$ cat src/awf_pkg.sv
// Shared operation codes and status types for the ALU with flags.
`default_nettype none

package awf_pkg;

  typedef enum logic [3:0] {
    OP_ADD = 4'd0,
    OP_SUB = 4'd1,
    OP_AND = 4'd2,
    OP_OR  = 4'd3,
    OP_XOR = 4'd4,
    OP_NOT = 4'd5,
    OP_SHL = 4'd6,
    OP_SHR = 4'd7,
    OP_INC = 4'd8,
    OP_DEC = 4'd9,
    OP_CMP = 4'd10
  } awf_op_t;

  typedef struct packed {
    logic carry;
    logic overflow;
  } awf_status_t;

endpackage

`default_nettype wire

$ cat src/awf_prep.sv
// Stage 1: decode and adder operand preparation.
`default_nettype none

module awf_prep #(
  parameter int WIDTH = 16
) (
  input  wire logic               clk,
  input  wire logic               rst,
  input  wire logic               in_valid,
  output logic                    in_ready,
  input  wire logic [3:0]         func,
  input  wire logic [WIDTH-1:0]   operand_a,
  input  wire logic [WIDTH-1:0]   operand_b,
  input  wire logic               carry_in,
  output logic                    out_valid,
  input  wire logic               out_ready,
  output awf_pkg::awf_op_t        op,
  output logic [WIDTH-1:0]        a,
  output logic [WIDTH-1:0]        b,
  output logic [WIDTH-1:0]        add_b,
  output logic                    add_cin
);

  awf_pkg::awf_op_t   op_in;
  logic [WIDTH-1:0]   add_b_next;
  logic               add_cin_next;

  assign op_in    = awf_pkg::awf_op_t'(func);
  assign in_ready = !out_valid || out_ready;

  // Fold sub/inc/dec onto the single adder of the next stage.
  always_comb begin
    unique case (op_in)
      awf_pkg::OP_SUB: begin
        add_b_next   = ~operand_b;
        add_cin_next = 1'b1;
      end
      awf_pkg::OP_INC: begin
        add_b_next   = '0;
        add_cin_next = 1'b1;
      end
      awf_pkg::OP_DEC: begin
        add_b_next   = '1;
        add_cin_next = 1'b0;
      end
      default: begin
        add_b_next   = operand_b;
        add_cin_next = carry_in;
      end
    endcase
  end

  always_ff @(posedge clk) begin
    if (rst) begin
      out_valid <= 1'b0;
    end else if (in_ready) begin
      out_valid <= in_valid;
    end
  end

  always_ff @(posedge clk) begin
    if (in_ready && in_valid) begin
      op      <= op_in;
      a       <= operand_a;
      b       <= operand_b;
      add_b   <= add_b_next;
      add_cin <= add_cin_next;
    end
  end

endmodule

`default_nettype wire

$ cat src/awf_exec.sv
// Stage 2: adder, logic, shift and compare, result select.
`default_nettype none

module awf_exec #(
  parameter int WIDTH = 16
) (
  input  wire logic               clk,
  input  wire logic               rst,
  input  wire logic               in_valid,
  output logic                    in_ready,
  input  wire awf_pkg::awf_op_t   op,
  input  wire logic [WIDTH-1:0]   a,
  input  wire logic [WIDTH-1:0]   b,
  input  wire logic [WIDTH-1:0]   add_b,
  input  wire logic               add_cin,
  output logic                    out_valid,
  input  wire logic               out_ready,
  output logic [WIDTH-1:0]        result,
  output awf_pkg::awf_status_t    status
);

  logic [WIDTH:0]       sum;
  logic [WIDTH-1:0]     result_next;
  awf_pkg::awf_status_t status_next;
  logic                 add_ovf;

  assign in_ready = !out_valid || out_ready;
  assign sum      = {1'b0, a} + {1'b0, add_b} + {{WIDTH{1'b0}}, add_cin};
  // add_b already holds ~B for subtract, so one rule covers both.
  assign add_ovf  = (a[WIDTH-1] == add_b[WIDTH-1]) && (a[WIDTH-1] != sum[WIDTH-1]);

  always_comb begin
    result_next = a;
    status_next = '0;
    unique case (op)
      awf_pkg::OP_ADD, awf_pkg::OP_SUB: begin
        result_next          = sum[WIDTH-1:0];
        status_next.carry    = sum[WIDTH];
        status_next.overflow = add_ovf;
      end
      awf_pkg::OP_INC, awf_pkg::OP_DEC: begin
        result_next       = sum[WIDTH-1:0];
        status_next.carry = sum[WIDTH];
      end
      awf_pkg::OP_AND: result_next = a & b;
      awf_pkg::OP_OR:  result_next = a | b;
      awf_pkg::OP_XOR: result_next = a ^ b;
      awf_pkg::OP_NOT: result_next = ~a;
      awf_pkg::OP_SHL: begin
        result_next       = {a[WIDTH-2:0], 1'b0};
        status_next.carry = a[WIDTH-1];
      end
      awf_pkg::OP_SHR: begin
        result_next       = {1'b0, a[WIDTH-1:1]};
        status_next.carry = a[0];
      end
      awf_pkg::OP_CMP: begin
        result_next      = '0;
        result_next[1:0] = {a < b, a > b};
      end
      default: result_next = a;
    endcase
  end

  always_ff @(posedge clk) begin
    if (rst) begin
      out_valid <= 1'b0;
    end else if (in_ready) begin
      out_valid <= in_valid;
    end
  end

  always_ff @(posedge clk) begin
    if (in_ready && in_valid) begin
      result <= result_next;
      status <= status_next;
    end
  end

endmodule

`default_nettype wire

$ cat src/awf_flags.sv
// Stage 3: zero and negative flags, output register.
`default_nettype none

module awf_flags #(
  parameter int WIDTH = 16
) (
  input  wire logic                 clk,
  input  wire logic                 rst,
  input  wire logic                 in_valid,
  output logic                      in_ready,
  input  wire logic [WIDTH-1:0]     result,
  input  wire awf_pkg::awf_status_t status,
  output logic                      out_valid,
  input  wire logic                 out_ready,
  output logic [WIDTH-1:0]          result_word,
  output logic                      carry_out,
  output logic                      overflow_flag,
  output logic                      zero_flag,
  output logic                      negative_flag
);

  assign in_ready = !out_valid || out_ready;

  always_ff @(posedge clk) begin
    if (rst) begin
      out_valid <= 1'b0;
    end else if (in_ready) begin
      out_valid <= in_valid;
    end
  end

  always_ff @(posedge clk) begin
    if (in_ready && in_valid) begin
      result_word   <= result;
      carry_out     <= status.carry;
      overflow_flag <= status.overflow;
      zero_flag     <= ~|result;
      negative_flag <= result[WIDTH-1];
    end
  end

endmodule

`default_nettype wire

$ cat src/alu_with_flags_unit.sv
// Top level of the pipelined integer ALU with status flags.
`default_nettype none

// Integer ALU, three register stages: operand prep (sub/inc/dec folded onto
// the adder inputs), execute (one WIDTH+1 bit adder, logic, shifts, unsigned
// compare) and flags (zero, negative) into the output register. An item can
// be accepted every cycle while out_ready is held high; it then moves through
// the prep, exec and flags registers. Each stage carries its own valid bit
// and takes a new item whenever it is empty or its content moves on, so
// bubbles are squeezed out and in_ready stays high while an earlier result
// waits, until all three stages are full. in_ready is combinational from
// out_ready through the stage valid bits. No state between items; reset only
// clears the valid bits. Compare puts A>B in bit 0 and A<B in bit 1; codes
// 11 to 15 pass operand_a with carry and overflow cleared.
module alu_with_flags_unit #(
  parameter int WIDTH = 16
) (
  input  wire logic               clk,
  input  wire logic               rst,
  input  wire logic               in_valid,
  output logic                    in_ready,
  input  wire logic [3:0]         func,
  input  wire logic [WIDTH-1:0]   operand_a,
  input  wire logic [WIDTH-1:0]   operand_b,
  input  wire logic               carry_in,
  output logic                    out_valid,
  input  wire logic               out_ready,
  output logic [WIDTH-1:0]        result_word,
  output logic                    carry_out,
  output logic                    overflow_flag,
  output logic                    zero_flag,
  output logic                    negative_flag
);

  // prep -> exec
  logic                 s1_valid;
  logic                 s1_ready;
  awf_pkg::awf_op_t     s1_op;
  logic [WIDTH-1:0]     s1_a;
  logic [WIDTH-1:0]     s1_b;
  logic [WIDTH-1:0]     s1_add_b;
  logic                 s1_add_cin;

  // exec -> flags
  logic                 s2_valid;
  logic                 s2_ready;
  logic [WIDTH-1:0]     s2_result;
  awf_pkg::awf_status_t s2_status;

  awf_prep #(.WIDTH(WIDTH)) u_prep (
    .clk       (clk),
    .rst       (rst),
    .in_valid  (in_valid),
    .in_ready  (in_ready),
    .func      (func),
    .operand_a (operand_a),
    .operand_b (operand_b),
    .carry_in  (carry_in),
    .out_valid (s1_valid),
    .out_ready (s1_ready),
    .op        (s1_op),
    .a         (s1_a),
    .b         (s1_b),
    .add_b     (s1_add_b),
    .add_cin   (s1_add_cin)
  );

  awf_exec #(.WIDTH(WIDTH)) u_exec (
    .clk       (clk),
    .rst       (rst),
    .in_valid  (s1_valid),
    .in_ready  (s1_ready),
    .op        (s1_op),
    .a         (s1_a),
    .b         (s1_b),
    .add_b     (s1_add_b),
    .add_cin   (s1_add_cin),
    .out_valid (s2_valid),
    .out_ready (s2_ready),
    .result    (s2_result),
    .status    (s2_status)
  );

  awf_flags #(.WIDTH(WIDTH)) u_flags (
    .clk           (clk),
    .rst           (rst),
    .in_valid      (s2_valid),
    .in_ready      (s2_ready),
    .result        (s2_result),
    .status        (s2_status),
    .out_valid     (out_valid),
    .out_ready     (out_ready),
    .result_word   (result_word),
    .carry_out     (carry_out),
    .overflow_flag (overflow_flag),
    .zero_flag     (zero_flag),
    .negative_flag (negative_flag)
  );

endmodule

`default_nettype wire

$ cat config.mk
export PLATFORM = sky130hd
export DESIGN_NAME = alu_with_flags_unit
export DESIGN_NICKNAME = d
export VERILOG_FILES = /design/src/awf_pkg.sv /design/src/awf_prep.sv /design/src/awf_exec.sv /design/src/awf_flags.sv /design/src/alu_with_flags_unit.sv
export SDC_FILE = /design/constraint.sdc
export NUM_CORES = 1
export LEC_CHECK = 0
export ABC_AREA = 0
export BUFFER_PORTS_ARGS = -buffer_cell sky130_fd_sc_hd__buf_2
export CAP_MARGIN = 20
export CORE_UTILIZATION = 55
export DETAILED_ROUTE_END_ITERATION = 6
export GPL_TIMING_DRIVEN = 1
export PLACE_DENSITY = 0.75
export SLEW_MARGIN = 0
export SYNTH_ARGS = -nofsm -noshare
export SYNTH_HDL_FRONTEND = slang
export SYNTH_SLANG_ARGS = --single-unit
$ cat constraint.sdc
create_clock -name clk -period 4.86 [get_ports clk]
set_input_delay 0.729 -clock clk [delete_from_list [all_inputs] [get_ports clk]]
set_output_delay 0.729 -clock clk [all_outputs]
set_load 0.05 [all_outputs]
==> out/summary.txt <==
Worst Path Arrival - 3.12 ns
fillers - 866
Main synth FF type - edfxtp_1
pwr dens - 322 nW/um^2
CP Class - reg -> reg
Worst Max-Slew Pin Slew - 1.04 ns
global-route wire length before repair - 22.5 mm
Hold Buf Count CTS - 0
Combinational Power Share - 25.6%
Rel. slew slack - 30.9%
via count - 4707
setup TNS - 0 ns
adder-cell share of the synthesized area - 13.8%
CTS tree - built
Peak Freq - 334 MHz
drt via density - 6.00
Final Instance Count excl. Fillers - 784
Synth Area per Inst - 10.2 um^2
core area - 10500 um^2
Yosys top cell by area - edfxtp_1
Clk Latency, worst-skew pair - 0.37 ns
Pint - 1.48 mW
Final HPWL DP - 10.1 mm
Final Hold Fails - 0
Worst-path clk slew - 0.09 ns
status - completed
Yosys top cell area share - 45.0%
routed wire length - 14.0 mm
final setup fails - 0
Post-synth EDFFs - 90
number of core rows - 37
largest net degree at the start of global routing - 54
starting density of the core - 57.4%
Starting DRT DRC Count - 554
post-synthesis cell count - 590
WL/cell - 17.9 um
synthesized area - 6000 um^2
DRC viols - 0
Clock Path Buffers - 2
proportion of layout cells with a drive suffix above 1 - 14.7%
commonest non-fill, non-tap cell in the layout - edfxtp_1
worst path buffer plus inverter count - 0
Routed Antenna Nets - 0
Yosys warnings - 0
CP dominant cell by count - fa_1
post-cts gate resize count - 0
Die ar. - 11300 um^2
#FFs+latches synth - 93
initial antenna violation count - 0
slowest CP cell - edfxtp_1
Area contributors post-synth - edfxtp_1 45%, ha_1 13%, a21oi_1 3.9%
max-slew violation count - 0
IO Pins - 63
most frequent cells in the layout - 90 x edfxtp_1, 63 x ha_1, 62 x buf_2, 54 x nor2_1, 52 x nand2_1
port bufs - 62
Clock Sinks - 93
Tcrit/Tclk final - 61.6%
crit-path max cell delay - 0.52 ns
XOR/XNOR Fraction of Synth Area - 3.94%
cell chosen for the clock root - clkbuf_8
syn_nets - 696
critical-path maximum fanout - 7
Inserted Diodes - 0
switching power share of the total - 31.2%
maximum vdd drop - 0.145 mV
Synth cell types - 58
post-synthesis simple-gate area fraction - 11.6%
unrepaired setup endpoints after global routing - false
detailed-router iteration count before antenna repair - 6
Worst path top cell family by delay - adder cells
Die W - 106 um
Total Routing Usage GR - 26.1%
post-synthesis async set-or-reset flop share - 0%
Syn-to-layout area delta - 11.0%
critical path endpoint category - flip-flop
clock share of power - 27.0%
post-synthesis sequential area ratio - 46.0%
largest family of logic cells by synthesized area - compound AO/OA/AOI/OAI gates
worst endpoint required time - 4.99 ns
Synth Area in Compound Gates - 17.5%
placed insts - 768
Overflow after GRT - 0
critical-path cell list - fa_1 -> fa_1 -> a21o_1 -> a221oi_4 -> nor4_2 -> a211oi_4 -> mux2i_1 -> nand3_1
Flop pwr share - 47.4%
Max Cap Viol - 0
Clock Skew - 0.0151 ns
leakage - 2.76 nW
Min Clock Period, post-route - 3.00 ns
Final Wtd Congestion - 1.02
vias in the first global route - 4339
switching power - 0.671 mW
CTS Buf Count - 9
CP Launch Type - flip-flop
postcts setup bufs - 0
Hold Path Class - reg -> reg
die height - 106 um
nets@finish - 749
H-tree depth - 3
post-synthesis mux area share - 2.19%
final timing paths:
check	cells after the start	slack [ns]	end	from
min	0	0.44	u_flags.overflow_flag	u_exec.status[0]
max	8	1.86	u_exec.result[14]	u_prep.a[0]
min reg2reg	0	0.44	u_flags.overflow_flag	u_exec.status[0]
max reg2reg	8	1.86	u_exec.result[14]	u_prep.a[0]
per-layer routing:
layer  routed length (um)  share of wire, %  GRT usage [%]
met1                 6100                43           35.3
met2                 6410                46           41.4
met3                 1090               7.7           3.80
met4                  447               3.2           12.3
met5                    0                 0              0
through the flow:
stage	setup slack [ns]	hold slack, ns	util, %	power (mW)	cell area [um^2]
floorplan	0.840	0.400	-	1.42	6000
global placement	1.92	0.402	61.5	1.56	6440
detailed placement	1.87	0.413	61.5	1.57	6440
CTS	1.87	0.435	63.7	2.14	6660
global route	1.74	0.457	63.7	2.24	6660
finish	1.86	0.436	63.7	2.15	6660
registers in the layout, summed over array words and instances (netlist names), 2 cells and up:
| register | cells |
|---|---|
| u_exec.status | 2 |
| u_flags.result_word | 15 |
| u_prep.b | 16 |
| u_prep.add_b | 16 |
| u_prep.op | 4 |
| u_prep.a | 16 |
| u_exec.result | 16 |
area by class of cell:
class	count	area, um^2	area share [%]
Clock inverter	5	83.8	1.26
Timing Repair Buffer	70	370	5.56
Inverter	46	173	2.59
Clock buffer	11	141	2.12
Sequential cell	93	2760	41.5
Tap cell	136	170	2.55
Multi-Input combinational cell	423	2960	44.5
Yosys cell counts (11+ instances only):
| cell type | number |
|---|---|
| mux2i_1 | 12 |
| inv_1 | 46 |
| ha_1 | 63 |
| nand3_1 | 12 |
| a21oi_1 | 47 |
| nand2_1 | 52 |
| nor2_1 | 54 |
| xnor2_1 | 23 |
| clkbuf_1 | 14 |
| buf_2 | 11 |
| o21ai_0 | 38 |
| edfxtp_1 | 90 |
| o22ai_1 | 12 |
worst register-to-register path, stage by stage (launching register included):
cell	delay (ns)
edfxtp_1	0.52
fa_1	0.50
fa_1	0.41
a21o_1	0.23
a221oi_4	0.38
nor4_2	0.12
a211oi_4	0.29
mux2i_1	0.21
nand3_1	0.08
power by group through the flow:
stage / logic [mW] / clock network [mW] / registers (mW)
2_1_floorplan: 0.391 / 0 / 1.03
3_3_place_gp: 0.526 / 0 / 1.03
3_5_place_dp: 0.535 / 0 / 1.04
4_1_cts: 0.540 / 0.587 / 1.02
5_1_grt: 0.603 / 0.615 / 1.03
6_report: 0.550 / 0.581 / 1.02
kinds of logic (layout without fill, tap and decap cells):
kind of cell / count (synthesis) / after routing
compound gates: 163 / 163
simple gates: 155 / 155
flops: 93 / 93
buf+inv: 74 / 132
fa+ha+maj: 65 / 65
xor+xnor: 27 / 27
mux: 13 / 13
Note: power is estimated with default switching activity, not from simulation.
